File: config.mk
export PLATFORM = sky130hd
export DESIGN_NAME = bscl_table
export DESIGN_NICKNAME = d
export VERILOG_FILES = /design/src/hdl/bscl_pkg.sv /design/src/hdl/bscl_table.sv
export SDC_FILE = /design/constraint.sdc
export NUM_CORES = 2
export LEC_CHECK = 0
export BUFFER_PORTS_ARGS = -buffer_cell sky130_fd_sc_hd__buf_2
export CELL_PAD_IN_SITES_DETAIL_PLACEMENT = 1
export CELL_PAD_IN_SITES_GLOBAL_PLACEMENT = 2
export CORE_UTILIZATION = 31
export DETAILED_ROUTE_END_ITERATION = 8
export PLACE_DENSITY_LB_ADDON = 0.1
export SYNTH_ARGS = -nofsm -noshare
export SYNTH_HDL_FRONTEND = slang
export SYNTH_SLANG_ARGS = --single-unit
File: constraint.sdc
create_clock -name clk -period 3.8 [get_ports clk]
set_input_delay 0 -clock clk [delete_from_list [all_inputs] [get_ports clk]]
set_output_delay 0 -clock clk [all_outputs]
set_load 0.01 [all_outputs]
File: src/hdl/bscl_pkg.sv
// Shared types and constants for the band scale category layout block.
// No dependencies; imported by the top level and the category table.
package bscl_pkg;

    localparam int FRAC_BITS          = 16;
    localparam int MAX_CATEGORIES_DEF = 64;
    localparam int DATA_W             = 32;
    // Signed width of every layout numerator, denominator and quotient
    localparam int SW                 = FRAC_BITS + 36;
    localparam int INNER_W            = FRAC_BITS + 1;
    localparam int OUTER_W            = FRAC_BITS + 2;
    localparam int CFG_IDX_W          = 2;

    localparam logic [INNER_W-1:0] ONE_Q     = INNER_W'(1) << FRAC_BITS;
    localparam logic [OUTER_W-1:0] TWO_Q     = OUTER_W'(1) << (FRAC_BITS + 1);

    localparam logic [CFG_IDX_W-1:0] CFG_RANGE_START = 2'd0;
    localparam logic [CFG_IDX_W-1:0] CFG_RANGE_END   = 2'd1;
    localparam logic [CFG_IDX_W-1:0] CFG_INNER_PAD   = 2'd2;
    localparam logic [CFG_IDX_W-1:0] CFG_OUTER_PAD   = 2'd3;

    localparam logic [2:0] OP_CLEAR  = 3'd0;
    localparam logic [2:0] OP_ADD    = 3'd1;
    localparam logic [2:0] OP_START  = 3'd2;
    localparam logic [2:0] OP_CENTER = 3'd3;
    localparam logic [2:0] OP_INVERT = 3'd4;

endpackage

File: src/hdl/bscl_table.sv
// Category code store: one write port, one registered read port.
// Depends on bscl_pkg for the code width.
module bscl_table #(
    parameter int DEPTH = 64,
    parameter int IDX_W = 6
) (
    input  logic                       clk,
    input  logic                       we,
    input  logic [IDX_W-1:0]           waddr,
    input  logic [bscl_pkg::DATA_W-1:0] wdata,
    input  logic [IDX_W-1:0]           raddr,
    output logic [bscl_pkg::DATA_W-1:0] rdata
);
    import bscl_pkg::*;

    logic [DATA_W-1:0] mem [DEPTH];
    logic [DATA_W-1:0] rdata_reg;

    always_ff @(posedge clk)
    begin
        if (we)
        begin
            mem[waddr] <= wdata;
        end
        rdata_reg <= mem[raddr];
    end

    assign rdata = rdata_reg;

endmodule

==> results_dict.tcl <==
set metrics [dict create \
    fin_setup_tns_ps 0 \
    r2r-start "mem[44][5]" \
    tightest_slew_ps 1230 \
    drtAntennaViolNets 0 \
    synth_cell_types 34 \
    crit_arrival_ps 3410 \
    outcome "complete, no violations" \
    die_y_um 505 \
    placed_area_mm2 0.0850 \
    required_ps 4510 \
    grt_pass1_vias 40579 \
    p_leak_nw 28.8 \
    maxCapViolCount 0 \
    p_per_area_mw_per_mm2 544 \
    largest_reg_flops 2048 \
    syn_area_mm2 0.0785 \
    fp.dieW_um 505 \
    dieArea_mm2 0.255 \
    numCtsBuffers 223 \
    antenna_found_initial 13 \
    critPathKind "primary input to register" \
    dp_hpwl_mm 145 \
    critPathMaxFanout 47 \
    grt_overflow_total 0 \
    drt-pass1-iter-count 7 \
    vias 37808 \
    synth_nets 3370 \
    final_cell_area_mm2 0.0929 \
    syn_area_per_cell_um2 23.6 \
    finalCritPeriodShare 0.712 \
    globalplace.congestion 0.754 \
    path_cells "buf_8 > buf_4 > mux4_2 > mux4_2 > o22ai_1 > nor2_1" \
    multi_input_area_mm2 0.0160 \
    finalSetupViolations 0 \
    cp-end-kind "register" \
    rows 184 \
    layout.nets 3770 \
    cts.clk_slew.worst_paths_ps 60 \
    syn-instance-count 3324 \
    grt_max_degree 65 \
    critPathLaunchType "primary input" \
    fp.coreArea_mm2 0.252 \
    max_stage_delay_ps 850 \
    detail_route.wl_per_cell_um 34.9 \
    clock_latency_ps 890 \
    cp_slowest_cell "o22ai_1" \
    fin_worst_skew_ps 42.4 \
    rsz0062_at_grt "no" \
    crit_start "raddr[0]" \
    port_buffers 77 \
    nFillCells 23708 \
    r2r_slack_ps 1240 \
    yosysWarnings 0 \
    first_iter_violations 3474 \
    maxSlewHeadroom 0.178 \
    area_delta_synth_final_pct 18.4 \
    ios 78 \
    synthFlopType "edfxtp_1" \
    irDropWorstVdd_uv 497 \
    ff2ff_path_depth 4 \
    synth_edf_count 2048 \
    finalCriticalPeriod_ps 2700 \
    cts_sinks 2080 \
    hold_viol 0 \
    ys_seq_area_frac 0.791 \
    routed_via_density 5.20 \
    cts_tree "built" \
    start_util 0.312 \
    htree_levels 4 \
    drive_gt1_frac 0.318 \
    wl_mm 254 \
    max_freq_mhz 370 \
    drcViolationCount 0 \
    cpMostUsedCell "mux4_2" \
    regToRegEndpoint "rdata[5]" \
    async_reset_ff_frac 0 \
    grt_util_all_layers 0.198 \
    grt_pass1_wl_mm 346 \
    synth-seq-cells 2080 \
    dp.cells 6808 \
    cts_root_buffer "clkbuf_16" \
    crit_end "rdata[5]" \
    drv_slew 0 \
    seq_area_mm2 0.0621 \
    clockBufferDepth 3 \
    finalNonFillerCells 7272 \
    hp-class "primary input to register" \
]
## power by group
group	internal [mW]	leakage, nW	switching (mW)
clock network	13.2	3.65	9.15
logic	0.960	6.51	1.69
registers	25.4	18.7	0.0950
## layer usage
metal / up-vias / global-route usage / part of all wire
met3: 284 / 0.0248 / 0.039
met5: - / 0 / 0
li1: 15112 / - / -
met4: 0 / 0.0486 / 0.021
met2: 963 / 0.327 / 0.49
met1: 21449 / 0.279 / 0.46
## repair_timing
item | in CTS | in global routing
hold buffers | 39 | 0
hold endpoints to repair | 1691 | 0
resized for setup | 0 | 0
setup buffers | 0 | 0
## logic make-up (layout without fill, tap and decap cells)
family,count (synthesis),count (layout),share of synthesized area
AOI/OAI and AO/OA,202,202,0.0167
buffers and inverters,182,779,0.0113
DFF,2080,2080,0.791
muxes,637,637,0.168
other,0,3,0
and+or+nand+nor,223,223,0.0127
## worst min-delay path by stage
stage	start	endpoint	slack, ps	depth (start not counted)
after floorplan	wdata[0]	mem[0][0]	100	0
after global placement	rdata[23]	rdata[23]	400	1
after detailed placement	rdata[2]	rdata[2]	400	1
after CTS	raddr[2]	rdata[0]	30	5
after global routing	raddr[2]	rdata[0]	100	5
final	raddr[2]	rdata[0]	80	5
## synthesized netlist by cell type (all sizes together), types with 8 or more instances
master  number  area (um2)
clkbuf      74         278
a21oi       62         310
o221ai      27         236
a311oi       8        70.1
o22ai       84         526
dfxtp       32         641
edfxtp    2048       61500
buf        108         608
a22oi       12        90.1
nor2b       15        93.8
mux4       544       12300
nor2       137         514
nand2b       8        50.1
mux2i       93         931
nand2       26        97.6
## through the flow
stage / worst slack, ps / power, mW / hold slack, ps / util
after floorplan: 640 / 27.2 / 98.9 / -
after global placement: 28.4 / 28.6 / 403 / 0.338
after detailed placement: 34.1 / 28.7 / 402 / 0.338
after CTS: 986 / 51.1 / 30.7 / 0.369
after global routing: 1020 / 51.9 / 97.8 / 0.369
final: 1100 / 50.5 / 80.5 / 0.369
## critical path, delay by kind of cell
family,cells,cell delay [ps]
buffers and inverters,2,1150
muxes,2,1140
AOI/OAI and AO/OA,1,850
and+or+nand+nor,1,160
## layout by cell type (no fill, tap or decap), types with 39 or more instances in the layout
cell type / instances
mux4_2: 544
dlygate4sd3_1: 39
a21oi_1: 62
buf_4: 201
buf_12: 40
clkinv_1: 51
o22ai_1: 84
mux2i_1: 93
nor2_1: 75
clkbuf_16: 227
buf_2: 73
nor2_4: 62
edfxtp_1: 2048
clkbuf_1: 55
## layout make-up
cell class | count | area share
antenna | 3 | 0.0000808
sequential | 2080 | 0.669
clock buffer | 289 | 0.0644
clock inverter | 133 | 0.0164
multi-input combinational | 1062 | 0.172
timing repair buffer | 357 | 0.0336
tap | 3348 | 0.0451
No activity file was read; power rests on OpenSTA's default activity.
