<file path="src/hdl/bscl_div.sv">
// Shared signed divider, one quotient bit per cycle, truncating toward zero.
// Standalone; the top level sequences all layout and invert quotients through it.
module bscl_div #(
    parameter int W = 52
) (
    input  logic                clk,
    input  logic                rst_n,
    input  logic                start,
    input  logic signed [W-1:0] num,
    input  logic signed [W-1:0] den,
    output logic                done,
    output logic signed [W-1:0] quot,
    output logic                rem_nz
);
    localparam int CNT_W = $clog2(W + 1);

    logic             busy_reg, busy_next;
    logic             done_reg, done_next;
    logic [CNT_W-1:0] cnt_reg, cnt_next;
    logic [W:0]       rem_reg, rem_next;
    logic [W-1:0]     dvd_reg, dvd_next;
    logic [W-1:0]     dmag_reg, dmag_next;
    logic             negq_reg, negq_next;
    logic [W:0]       shifted;
    logic [W:0]       trial;

    always_comb
    begin
        busy_next = busy_reg;
        done_next = 1'b0;
        cnt_next  = cnt_reg;
        rem_next  = rem_reg;
        dvd_next  = dvd_reg;
        dmag_next = dmag_reg;
        negq_next = negq_reg;
        shifted   = {rem_reg[W-1:0], dvd_reg[W-1]};
        trial     = shifted - {1'b0, dmag_reg};
        if (start)
        begin
            busy_next = 1'b1;
            cnt_next  = CNT_W'(W);
            rem_next  = '0;
            dvd_next  = num[W-1] ? W'(-num) : W'(num);
            dmag_next = den[W-1] ? W'(-den) : W'(den);
            negq_next = num[W-1] ^ den[W-1];
        end
        else if (busy_reg)
        begin
            if (!trial[W])
            begin
                rem_next = trial;
                dvd_next = {dvd_reg[W-2:0], 1'b1};
            end
            else
            begin
                rem_next = shifted;
                dvd_next = {dvd_reg[W-2:0], 1'b0};
            end
            cnt_next = cnt_reg - CNT_W'(1);
            if (cnt_reg == CNT_W'(1))
            begin
                busy_next = 1'b0;
                done_next = 1'b1;
            end
        end
    end

    always_ff @(posedge clk or negedge rst_n)
    begin
        if (!rst_n)
        begin
            busy_reg <= 1'b0;
            done_reg <= 1'b0;
            cnt_reg  <= '0;
        end
        else
        begin
            busy_reg <= busy_next;
            done_reg <= done_next;
            cnt_reg  <= cnt_next;
        end
    end

    always_ff @(posedge clk)
    begin
        rem_reg  <= rem_next;
        dvd_reg  <= dvd_next;
        dmag_reg <= dmag_next;
        negq_reg <= negq_next;
    end

    assign done   = done_reg;
    assign quot   = negq_reg ? $signed(-dvd_reg) : $signed(dvd_reg);
    assign rem_nz = (rem_reg != '0);

    a_start_idle: assert property (@(posedge clk) disable iff (!rst_n)
        start |-> !busy_reg)
        else $error("divider started while busy");
    a_done_after_busy: assert property (@(posedge clk) disable iff (!rst_n)
        done_reg |-> $past(busy_reg))
        else $error("divider done without a running division");
    a_busy_holds: assert property (@(posedge clk) disable iff (!rst_n)
        busy_reg && cnt_reg > CNT_W'(1) |=> busy_reg)
        else $error("divider stopped early");

endmodule

</file>
<file path="config.mk">
export PLATFORM = sky130hd
export DESIGN_NAME = bscl_div
export DESIGN_NICKNAME = d
export VERILOG_FILES = /design/src/hdl/bscl_div.sv
export SDC_FILE = /design/constraint.sdc
export NUM_CORES = 1
export LEC_CHECK = 0
export BUFFER_PORTS_ARGS = -buffer_cell sky130_fd_sc_hd__clkbuf_2
export CAP_MARGIN = 20
export CELL_PAD_IN_SITES_DETAIL_PLACEMENT = 1
export CELL_PAD_IN_SITES_GLOBAL_PLACEMENT = 2
export CORE_MARGIN = 8
export CORE_UTILIZATION = 39
export CTS_BUF_LIST = sky130_fd_sc_hd__clkbuf_8 sky130_fd_sc_hd__clkbuf_16
export CTS_CLUSTER_SIZE = 25
export DETAILED_ROUTE_END_ITERATION = 8
export MAX_ROUTING_LAYER = met4
export PLACE_DENSITY = 0.95
export SYNTH_ARGS = -nofsm -noshare
export SYNTH_HDL_FRONTEND = slang
export SYNTH_SLANG_ARGS = --single-unit
</file>
<file path="constraint.sdc">
create_clock -name clk -period 6.84 [get_ports clk]
set_input_delay 0.342 -clock clk [delete_from_list [all_inputs] [get_ports clk]]
set_output_delay 0.342 -clock clk [all_outputs]
set_load 0.02 [all_outputs]
</file>
==> results.txt <==
----------------------------------------------------
[Synthesis]
  Area of the mapped netlist ... 12800 um^2
  Syn Nets ... 1654
  Count of flip-flops with a built-in enable after synthesis ... 105
  Post-synthesis sequential area ratio ... 0.344
  Most common flop cell mapped by yosys ... sky130_fd_sc_hd__edfxtp_1
  Gate count of the mapped netlist ... 1488
  Library cells used by synthesis ... 64
  Proportion of netlist area held by the largest area contributor ... 0.246
  Synth top cells by count ... sky130_fd_sc_hd__nor2_1 (147), sky130_fd_sc_hd__xnor2_1 (121), sky130_fd_sc_hd__a21oi_1 (118), sky130_fd_sc_hd__edfxtp_1 (105), sky130_fd_sc_hd__nand2_1 (100)
  Async set-reset flop share out of synthesis ... 0.0482
  #FFs+latches synth ... about 170
  Most numerous cell in the Yosys netlist ... sky130_fd_sc_hd__nor2_1
  Yosys warns ... 0
  Yosys top cell by area ... sky130_fd_sc_hd__edfxtp_1
  Synthesized area per cell ... 8.62 um^2
  Dominant cells by area after synthesis ... sky130_fd_sc_hd__edfxtp_1 (25%), sky130_fd_sc_hd__dfxtp_1 (8.3%), sky130_fd_sc_hd__xnor2_1 (8.3%)

[Global route]
  Most utilized layer in the global route result ... met2
  Wire length of the first global-routing pass ... 63700 um
  GR Layer Usage met2 ... 0.353
  Residual overflow from global routing ... 0
  GRT Overall Usage ... 0.206
  Met3 layer usage reported by global route ... 0.0278
  Vias in the first global route ... 12100
  Initial antenna violation count ... 0
  Maximum number of pins on one net before global-route repair ... 96
  Fraction of met1 tracks used by global routing ... 0.254

[CTS]
  CTS root buf ... sky130_fd_sc_hd__clkbuf_16
  Number of buffers added for setup after CTS ... 0
  CTS H-Tree Depth ... 4
  Buffers from clock root to sink, at most ... 2
  Clock sinks ... 166
  Clock tree from TritonCTS ... done
  Latest clock arrival within the worst-skew pair ... 0.43 ns
  Number of hold buffers added after cts ... 1
  Total of cells resized after clock tree synthesis ... 0
  Clock transition at path regs ... 0.07 ns
  Number of CTS-inserted buffers ... 17

[Placed design]
  Weighted congestion at the end of routability-driven global placement ... 0.920
  Number of buffers added on ports ... 160
  Dpl hpwl ... 31000 um
  Placed cell area ... 13900 um^2
  Place WS ... 1.37 ns
  Number of cells in the design after placement ... 2019

[Timing]
  Final count of pins violating max slew ... 0
  Highest clock frequency the design can meet ... ~0.18 GHz
  Clk_skew ... 0.0104 ns
  Share of the cycle needed by the critical path after routing ... 0.797
  Final critical path time including I/O delays and setup ... 5.45 ns
  Worst setup margin ... 1.39 ns
  Finish-stage setup viols ... 0
  Sum of negative setup slack ... 0 ns
  Transition time at the pin with the least slew margin ... 1.00 ns
  Worst-case headroom to the max-slew limit ... 0.333
  Final number of hold-violating endpoints ... 0
  Unrepaired setup endpoints after global routing ... false

[Drt]
  Routed vias/inst ... 5.67
  DR DRC count ... 0
  Mean routed wirelength per cell ... 19.4 um
  Overall via count from detail_route ... about 12000
  Number of iterations in the first detailed-routing pass ... 5
  DRT Wirelength ... 39900 um
  Final ANT Viol Nets ... 0
  Initial detailed-routing violation count ... 665

[Final layout]
  Flip-flop count of the largest register after layout ... between 50 and 60
  Layout cells sized above 1 ... 0.145
  Area of the multi-input gates ... 7830 um^2
  Seq. cell area ... 4420 um^2
  Antenna cells ... 0
  Filler cells ... roughly 3900
  Area added between synthesis and finish ... 13.5%
  Layout Cells excl Fill ... 2053
  Post-layout nets ... 1764
  Design Area, Final ... 14600 um^2

[Die]
  Die height ... 197 um
  Top-level port count ... ~160
  Initial cell density of the core ... 0.395
  Total core area ... between 30000 and 40000 um^2
  Site Rows ... 66
  Die outline area ... 39000 um^2
  Horizontal extent of the die ... approximately 200 um

[Power and ir drop]
  Part of the power in registers ... 0.408
  Cell internal power dissipation ... 2.02 mW
  Switching power ... 1.04 mW
  Share of total power in combinational logic ... 0.264
  Static leakage power ... 5.76 nW
  Peak supply drop ... 0.149 mV
  Overall Power ... 3.06 mW
  Power density relative to cell area ... 210 nW/um^2
  Proportion of total power due to net switching ... 0.340
  Clk network pwr share ... 0.328

[Setup path]
  CP arrival ... 5.81 ns
  Crit path required time ... 7.20 ns
  Startpoint class of the critical path ... flip-flop
  Start-to-end type of the worst setup path ... reg2reg
  Critical Path End Type ... flip-flop
  Max Fanout on Critical Path ... 26

[Flow run]
  Max capacitance violation total ... 0

[Status]
  Outcome ... finished, final reports clean

[Worst hold path]
  Hold/Removal Path Class ... in2reg

----------------------------------------------------
[final cells by class]
type | count | area share
Sequential cell | 166 | 0.303
Tap cell | 442 | 0.0380
Timing Repair Buffer | 170 | 0.0616
Inverter | 76 | 0.0196
Clock buffer | 17 | 0.0292
Clock inverter | 15 | 0.0113
Multi-Input combinational cell | 1167 | 0.537
[stage by stage]
| stage | hold slack [ns] | utilization |
|---|---|---|
| 2_1_floorplan | 0.0464 | - |
| 3_3_place_gp | 0.206 | 0.430 |
| 3_5_place_dp | 0.207 | 0.430 |
| 4_1_cts | 0.190 | 0.448 |
| 5_1_grt | 0.186 | 0.449 |
| 6_report | 0.200 | 0.449 |
[kinds of logic after synthesis]
family / synth area share
and+or+nand+nor: 0.176
AOI/OAI and AO/OA: 0.214
xor gates and xnor gates: 0.132
DFF: 0.344
buffers and inverters: 0.0462
adders and majority gates: 0.0581
muxes: 0.0286
[placed cells by master, fill, tap and decap left out, drive strengths merged, types with 4 or more instances in the layout]
master	instances
clkbuf	176
nor2	147
xnor2	121
a21oi	118
edfxtp	105
nand2	100
o21ai	95
inv	83
xor2	73
ha	58
dfxtp	53
o31ai	49
a211oi	38
or3	34
or4	33
mux2i	31
a21o	26
o41ai	25
nor4	23
nand4	23
nor3	22
nand2b	16
nand3	16
a31oi	16
or2	11
buf	10
o21a	9
nor2b	8
o21bai	8
dfrtp	8
o22ai	7
and3	6
clkinv	6
mux2	5
a211o	4
a311oi	4
o221ai	4
nor3b	4
[routing by layer]
metal | wire, um | up-vias | share of wire
met5 | 0 | - | 0
met4 | 491 | 0 | 0.012
met3 | 1640 | 36 | 0.041
met2 | 19500 | 240 | 0.49
met1 | 18200 | 5688 | 0.46
li1 | - | 5683 | -
[power by group through the flow]
stage | Sequential [mW] | Combinational (mW) | Clock, mW
after global placement | 1.26 | 0.794 | 0
after detailed placement | 1.27 | 0.813 | 0
final | 1.25 | 0.809 | 1.00
after global routing | 1.26 | 0.888 | 1.06
after CTS | 1.25 | 0.818 | 1.02
after floorplan | 1.24 | 0.544 | 0
[worst paths after layout]
kind	endpoint	slack, ns	startpoint	depth (start not counted)
max	rem_reg[38]	1.39	dvd_reg[51]	18
min	dmag_reg[0]	0.20	den[0]	1
max reg2reg	rem_reg[38]	1.39	dvd_reg[51]	18
min reg2reg	rem_reg[24]	0.53	rem_reg[24]	2
max in group asynchronous	busy_reg	6.25	rst_n	2
min in group asynchronous	done	0.38	rst_n	2
[critical path, stage by stage (launching register included)]
cell	delay [ns]
sky130_fd_sc_hd__edfxtp_1	0.37
sky130_fd_sc_hd__inv_1	0.08
sky130_fd_sc_hd__ha_1	0.23
sky130_fd_sc_hd__fa_1	0.39
sky130_fd_sc_hd__nor2b_1	0.23
sky130_fd_sc_hd__o2111ai_1	0.19
sky130_fd_sc_hd__a211oi_1	0.43
sky130_fd_sc_hd__o41ai_1	0.12
sky130_fd_sc_hd__buf_4	0.16
sky130_fd_sc_hd__a31oi_1	0.26
sky130_fd_sc_hd__o21ai_0	0.19
sky130_fd_sc_hd__a21oi_1	0.29
sky130_fd_sc_hd__o21ai_0	0.15
sky130_fd_sc_hd__a21oi_1	0.17
sky130_fd_sc_hd__ha_2	0.67
sky130_fd_sc_hd__inv_1	0.58
sky130_fd_sc_hd__or3_1	0.46
sky130_fd_sc_hd__mux2_2	0.27
sky130_fd_sc_hd__a31oi_1	0.15
(Power assumes the default switching activity.)
